<file path="config.mk">
export PLATFORM = sky130hd
export DESIGN_NAME = gradient_global_norm_clip_core
export DESIGN_NICKNAME = d
export VERILOG_FILES = /design/src/rtl/gclip_pkg.sv /design/src/rtl/gradient_global_norm_clip_core.sv
export SDC_FILE = /design/constraint.sdc
export NUM_CORES = 2
export LEC_CHECK = 0
export BUFFER_PORTS_ARGS = -buffer_cell sky130_fd_sc_hd__clkbuf_2
export CAP_MARGIN = 20
export CORE_MARGIN = 2
export CORE_UTILIZATION = 41
export CTS_CLUSTER_SIZE = 12
export DETAILED_ROUTE_END_ITERATION = 7
export PLACE_DENSITY = 0.54
export SLEW_MARGIN = 15
export SYNTH_ARGS = -nofsm -noshare
export SYNTH_HDL_FRONTEND = slang
export SYNTH_SLANG_ARGS = --single-unit
export TNS_END_PERCENT = 50
</file>
<file path="constraint.sdc">
create_clock -name clk_i -period 9.75 [get_ports clk_i]
set_input_delay 0 -clock clk_i [delete_from_list [all_inputs] [get_ports clk_i]]
set_output_delay 0 -clock clk_i [all_outputs]
set_load 0.05 [all_outputs]
</file>
<file path="src/rtl/gclip_pkg.sv">
package gclip_pkg;

  // Default number of fractional bits of the Q formats.
  localparam int unsigned FracBitsDef = 16;

  // Request kinds.
  localparam logic ReqAccum = 1'b0;
  localparam logic ReqScale = 1'b1;

  // Result kinds.
  localparam logic KindNorm   = 1'b0;
  localparam logic KindScaled = 1'b1;

  typedef struct packed {
    logic              req_type;
    logic signed [31:0] grad_value;
    logic              last_element;
  } gclip_req_t;

  typedef struct packed {
    logic              result_kind;
    logic signed [31:0] scaled_value;
    logic [31:0]       norm_value;
    logic              clipped;
    logic              sum_saturated;
  } gclip_rsp_t;

  typedef enum logic [5:0] {
    StIdle = 6'b000001,
    StMul  = 6'b000010,
    StAcc  = 6'b000100,
    StSqrt = 6'b001000,
    StChk  = 6'b010000,
    StDiv  = 6'b100000
  } gclip_state_e;

endpackage

</file>
<file path="src/rtl/gradient_global_norm_clip_core.sv">
// Channel     Direction  Signals                         Handshake
// request     in         req_i (gclip_req_t)             start & !busy
// result      out        rsp_o (gclip_rsp_t)             rsp_valid_o, one cycle, no stall
// threshold   in         thr_i                           thr_we_i
//
// An accumulate request that does not end its pass, and every scale request, goes
// through capture, one shared 32x32 multiply, then accumulate or truncate-and-sign.
// One that ends a pass then takes the square root, 2 bits of the sum per cycle, and
// the threshold check, then, if the threshold is nonzero and below the norm, the
// division, 1 quotient bit per cycle; both run on one shared subtractor.
// Reset is asynchronous and active low; it clears the sum, the flags, the norm and
// the threshold and sets the scale to one. The receiver cannot stall results, so
// each result is shown for exactly one cycle while the next request may already start.
module gradient_global_norm_clip_core #(
  parameter int unsigned FracBits = gclip_pkg::FracBitsDef
) (
  input  logic                   clk_i,
  input  logic                   rst_ni,
  input  logic                   start,
  output logic                   busy,
  input  gclip_pkg::gclip_req_t  req_i,
  output logic                   rsp_valid_o,
  output gclip_pkg::gclip_rsp_t  rsp_o,
  input  logic                   thr_we_i,
  input  logic [31:0]            thr_i
);
  import gclip_pkg::*;

  // The scale factor is at most one, so it needs one integer bit.
  localparam int unsigned ScaleW = FracBits + 1;
  localparam int unsigned CntW   = $clog2((FracBits > 32) ? FracBits : 32);
  localparam logic [ScaleW-1:0] ScaleOne = {1'b1, {FracBits{1'b0}}};
  localparam logic [CntW-1:0] SqrtLast = CntW'(31);
  localparam logic [CntW-1:0] DivLast  = CntW'(FracBits - 1);

  gclip_state_e state_q, state_d;

  // Captured request.
  logic        req_type_q;
  logic        last_q;
  logic        neg_q;
  logic [31:0] mag_q;

  // Arithmetic registers.
  logic [63:0]       prod_q;
  logic [63:0]       sum_q, sum_d;
  logic              ovf_q, ovf_d;
  logic [31:0]       norm_q, norm_d;
  logic [ScaleW-1:0] scale_q, scale_d;
  logic [32:0]       rem_q, rem_d;
  logic [CntW-1:0]   cnt_q, cnt_d;
  logic [31:0]       thr_q;

  // Result register.
  logic       rsp_valid_q, rsp_valid_d;
  gclip_rsp_t rsp_q, rsp_d;

  logic        accept;
  logic [31:0] grad_mag;
  logic [31:0] mul_b;
  logic [63:0] mul_p;
  logic [64:0] acc_sum;
  logic [63:0] acc_sat;
  logic [31:0] shifted;
  logic [35:0] sub_a, sub_b, sub_diff;
  logic        sub_ge;

  assign busy   = (state_q != StIdle);
  assign accept = start & ~busy;

  // Two's-complement magnitude; the most negative value maps to 2^31.
  assign grad_mag = req_i.grad_value[31] ? (~req_i.grad_value + 32'd1) : req_i.grad_value;

  // The one multiplier squares the element in an accumulate request and applies
  // the scale factor in a scale request.
  assign mul_b = (req_type_q == ReqScale) ? 32'(scale_q) : mag_q;
  assign mul_p = 64'(mag_q) * 64'(mul_b);

  // Saturating accumulation of the square.
  assign acc_sum = {1'b0, sum_q} + {1'b0, prod_q};
  assign acc_sat = acc_sum[64] ? {64{1'b1}} : acc_sum[63:0];

  // Drop the fractional bits of the product, which truncates the magnitude.
  assign shifted = prod_q[FracBits +: 32];

  // Shared subtractor. The square root brings in the next two bits of the sum
  // and tries root*4+1; the division doubles the remainder and tries the norm.
  always_comb begin
    if (state_q == StSqrt) begin
      sub_a = {1'b0, rem_q, sum_q[63:62]};
      sub_b = {2'b00, norm_q, 2'b01};
    end else begin
      sub_a = {2'b00, rem_q, 1'b0};
      sub_b = {4'b0000, norm_q};
    end
  end
  assign sub_diff = sub_a - sub_b;
  assign sub_ge   = ~sub_diff[35];

  always_comb begin
    state_d     = state_q;
    sum_d       = sum_q;
    ovf_d       = ovf_q;
    norm_d      = norm_q;
    scale_d     = scale_q;
    rem_d       = rem_q;
    cnt_d       = cnt_q;
    rsp_valid_d = 1'b0;
    rsp_d       = rsp_q;

    unique case (state_q)
      StIdle: begin
        if (accept) begin
          state_d = StMul;
        end
      end
      StMul: begin
        state_d = StAcc;
      end
      StAcc: begin
        if (req_type_q == ReqScale) begin
          rsp_valid_d         = 1'b1;
          rsp_d.result_kind   = KindScaled;
          rsp_d.scaled_value  = neg_q ? (32'd0 - shifted) : shifted;
          rsp_d.norm_value    = norm_q;
          rsp_d.clipped       = ~scale_q[FracBits];
          rsp_d.sum_saturated = 1'b0;
          state_d             = StIdle;
        end else begin
          sum_d = acc_sat;
          if (acc_sum[64]) begin
            ovf_d = 1'b1;
          end
          if (last_q) begin
            // Start the root from scratch; the sum is consumed two bits a cycle
            // and is therefore zero again once the root is done.
            norm_d  = '0;
            rem_d   = '0;
            cnt_d   = '0;
            state_d = StSqrt;
          end else begin
            state_d = StIdle;
          end
        end
      end
      StSqrt: begin
        sum_d  = {sum_q[61:0], 2'b00};
        norm_d = {norm_q[30:0], sub_ge};
        rem_d  = sub_ge ? sub_diff[32:0] : sub_a[32:0];
        cnt_d  = cnt_q + CntW'(1);
        if (cnt_q == SqrtLast) begin
          state_d = StChk;
        end
      end
      StChk: begin
        if ((thr_q != 32'd0) && (norm_q > thr_q)) begin
          // The quotient of the threshold by a larger norm is below one, so only
          // the fractional bits need to be produced.
          rem_d   = {1'b0, thr_q};
          scale_d = '0;
          cnt_d   = '0;
          state_d = StDiv;
        end else begin
          scale_d             = ScaleOne;
          rsp_valid_d         = 1'b1;
          rsp_d.result_kind   = KindNorm;
          rsp_d.scaled_value  = '0;
          rsp_d.norm_value    = norm_q;
          rsp_d.clipped       = 1'b0;
          rsp_d.sum_saturated = ovf_q;
          ovf_d               = 1'b0;
          state_d             = StIdle;
        end
      end
      StDiv: begin
        scale_d = {scale_q[FracBits-1:0], sub_ge};
        rem_d   = sub_ge ? sub_diff[32:0] : sub_a[32:0];
        cnt_d   = cnt_q + CntW'(1);
        if (cnt_q == DivLast) begin
          rsp_valid_d         = 1'b1;
          rsp_d.result_kind   = KindNorm;
          rsp_d.scaled_value  = '0;
          rsp_d.norm_value    = norm_q;
          rsp_d.clipped       = 1'b1;
          rsp_d.sum_saturated = ovf_q;
          ovf_d               = 1'b0;
          state_d             = StIdle;
        end
      end
      default: begin
        state_d = StIdle;
      end
    endcase
  end

  // Control and architectural state.
  always_ff @(posedge clk_i or negedge rst_ni) begin
    if (!rst_ni) begin
      state_q     <= StIdle;
      sum_q       <= '0;
      ovf_q       <= 1'b0;
      norm_q      <= '0;
      scale_q     <= ScaleOne;
      thr_q       <= '0;
      rsp_valid_q <= 1'b0;
    end else begin
      state_q     <= state_d;
      sum_q       <= sum_d;
      ovf_q       <= ovf_d;
      norm_q      <= norm_d;
      scale_q     <= scale_d;
      rsp_valid_q <= rsp_valid_d;
      if (thr_we_i) begin
        thr_q <= thr_i;
      end
    end
  end

  // Datapath registers without reset.
  always_ff @(posedge clk_i) begin
    if (accept) begin
      req_type_q <= req_i.req_type;
      last_q     <= req_i.last_element;
      neg_q      <= req_i.grad_value[31];
      mag_q      <= grad_mag;
    end
    if (state_q == StMul) begin
      prod_q <= mul_p;
    end
    rem_q <= rem_d;
    cnt_q <= cnt_d;
    rsp_q <= rsp_d;
  end

  assign rsp_valid_o = rsp_valid_q;
  assign rsp_o       = rsp_q;

endmodule
</file>
==> summary.txt <==
Outcome
  – Status: finished with violations
  – Violations in the final reports: design-rule violations

Global route
  – Antenna violations before repair: 6
  – Pin count of the biggest net entering global routing: 68
  – Grt total ovfl: 0
  – Total GRT Usage: 0.244
  – M1 GR Usage: 0.358
  – GRT met3 Usage: 0.0360
  – GR peak layer: met2
  – Vias in the first global route: 43100
  – First-pass GRT wire length: approximately 260000 um
  – Grt met2 use: 0.384

Floorplan
  – Core Region: 133000 um^2
  – Full die area: 136000 um^2
  – Top Ports: 139
  – Starting Density: 0.412
  – Die Y: 369 um
  – Die X: between 300 and 400 um
  – Core Rows: ~130

Synthesis
  – Largest cells by area after synthesis: fa_1, edfxtp_1, ha_1
  – Share of the synthesized area in the top cell type: 0.329
  – Synth cell types: 81
  – Post-synth ARST share: 0.429
  – Mapped Area: 54700 um^2
  – Synth Instances: 5870
  – Yosys top cell by area: fa_1
  – Syn avg cell area: 9.32 um^2
  – Ys flop type: edfxtp_1
  – Yosys warns: 0
  – #FFs+latches synth: 357
  – Share of the yosys chip area belonging to registers: 0.182
  – Syn Nets: 7235
  – Post-synth EDFFs: between 200 and 250

Layout
  – Commonest cells after routing, fill and taps aside: inv_1, fa_1, nand2_1
  – Ratio of cells with drive above 1 in the final layout: 0.0624
  – Non-Filler Instances: 7776
  – Commonest non-fill, non-tap cell in the layout: inv_1
  – Layout overhead on the synthesized area: 9.74%
  – Nets@finish: 7340

Routing
  – DRT antenna net count: 0
  – DR WL/cell: ~21 um
  – Remaining DRCs: 2
  – DR iter-0 viols: between 3000 and 4000
  – Drt pass-1 iters: 8
  – DR vias: 41400
  – Vias per cell: 5.32
  – Final wirelength: 164000 um

Worst setup path
  – Worst path required time: 10.10 ns
  – R2R Path Start: req_type_q$_DFFE_PP_
  – Crit path from: req_type_q$_DFFE_PP_
  – Reg2reg path depth: 28
  – Endpoint class of the critical path: flip-flop
  – Startpoint Class: flip-flop
  – Crit path largest cell delay: 0.57 ns
  – R2R setup slack: slightly below 0.7 ns
  – Most frequent CP cell: fa_1
  – Reg-to-reg endpoint: prod_q[57]$_DFFE_PP_
  – Worst-path maximum fanout: 36
  – CP Class: reg2reg
  – CP endpoint: prod_q[57]$_DFFE_PP_
  – Critical path arrival: 9.42 ns
  – Slowest CP cell: fa_1

Clock tree
  – TritonCTS buffer count: 42
  – Clk sinks: between 300 and 400
  – H-Tree Level Count: 2
  – Clock-pin slew on the worst setup and hold paths: 0.06 ns
  – Root Buffer: clkbuf_16
  – Worst skew pair latency: between 0.6 and 0.7 ns
  – # resized after CTS: 0
  – Max Buffers Root-to-Sink: 3
  – TritonCTS clock tree: done

Timing
  – Final hold vios: 0
  – Crit path time final: around 9.1 ns
  – Pins over their slew limit: 0
  – Slew headroom: 0.343
  – F_max: 0.110 GHz
  – # setup viols final: 0
  – RSZ-0062 raised after global routing: false
  – Worst slew pin tran: 0.985 ns
  – Skew final: around 0.032 ns
  – Total negative slack: 0 ns
  – Post-route clock period utilization: 0.930

Hold path
  – WHS Path Cells: 4
  – Min-Delay Path Class: in2reg
  – Hold Path Origin: thr_we_i

Placement
  – Port Buf Inserts: 138
  – DP Cell Count: 7575
  – GP Congestion: 0.887
  – DPL Wire Length: 127000 um

Job
  – Max cap viols: 0
logic make-up after synthesis:
kind of cell               Yosys count  share of synthesized area
and+or+nand+nor                   1748                      0.159
buffers and inverters             1325                     0.0915
adders and majority gates         1295                      0.419
AOI/OAI and AO/OA                  873                      0.103
DFF                                357                      0.182
xor gates and xnor gates           210                     0.0336
muxes                               62                     0.0116
Yosys cell counts, types with 7 or more instances:
cell	n
inv_1	1005
fa_1	898
nand2_1	716
and2_1	507
ha_1	397
clkbuf_1	301
o21ai_0	220
a21oi_1	207
edfxtp_1	204
nor2_1	158
dfrtp_1	151
xnor2_1	135
nor2b_1	125
a21o_1	98
xor2_1	75
nand3_1	63
o22ai_1	57
mux2i_1	49
nand4_1	43
o21bai_1	33
a22o_1	30
o31ai_1	27
nor3_1	26
nand2b_1	24
o211ai_1	24
and3_1	23
a31oi_1	22
o21a_1	22
nor4_1	16
a21boi_0	15
a32oi_1	14
o41ai_1	14
mux2_2	12
a211oi_1	11
or3_1	11
a221o_1	9
buf_1	9
or4_1	9
o31a_1	8
and4_1	7
flip-flops by register name, indices dropped and copies added (netlist names), 5 cells and up:
register and cells:
rsp_o 67, prod_q 64, sum_q 64, rem_q 33, mag_q 32, norm_q 32
thr_q 32, scale_q 17, state_q 6, cnt_q 5
worst max-delay path: cells and delay by family (launching register included):
kind	cells	cell delay (ns)
buffers and inverters	6	0.98
and+or+nand+nor	4	1.16
DFF	1	0.41
adders and majority gates	9	4.31
AOI/OAI and AO/OA	8	1.78
xor gates and xnor gates	1	0.15
layout make-up:
cell class                      count  area [um^2]
Multi-Input combinational cell   4188        39900
Tap cell                         1768         2210
Clock buffer                       59         1160
Clock inverter                     17          193
Fill cell                       12800        72900
Timing Repair Buffer              381         2880
Sequential cell                   357         9960
Inverter                         1005         3770
Antenna cell                        1         2.50
metrics by stage:
step	cell area, um^2	util	setup slack [ns]	hold WS (ns)
2_1_floorplan	54700	-	1.12	-0.296
3_3_place_gp	57400	0.432	0.779	-0.000303
3_5_place_dp	57400	0.432	0.713	-0.00204
4_1_cts	60000	0.451	0.700	0.00855
5_1_grt	60100	0.452	0.235	0.0640
6_report	60100	0.452	0.685	0.0361
worst min-delay path by stage:
stage                                        to  slack, ns
after floorplan           norm_q[0]$_DFFE_PN0P_      -0.30
after global placement    sum_q[60]$_DFFE_PN0P_    -0.0003
after detailed placement  sum_q[60]$_DFFE_PN0P_     -0.002
after CTS                 thr_q[12]$_DFFE_PN0P_      0.009
after global routing      thr_q[26]$_DFFE_PN0P_       0.06
final                     thr_q[29]$_DFFE_PN0P_       0.04
timing repair:
action,CTS,global route
endpoints found under the hold margin,118,0
hold buffers,123,0
setup buffers,0,0
endpoints found under the setup margin,0,0
layer usage:
metal	wire [um]	up-vias
met5	0	-
met2	73800	1239
li1	-	18800
met3	11000	143
met1	76400	21100
met4	3270	0
Power is not shown: default switching activity piles up to over one toggle a cycle in this logic, so the estimate is an artifact.
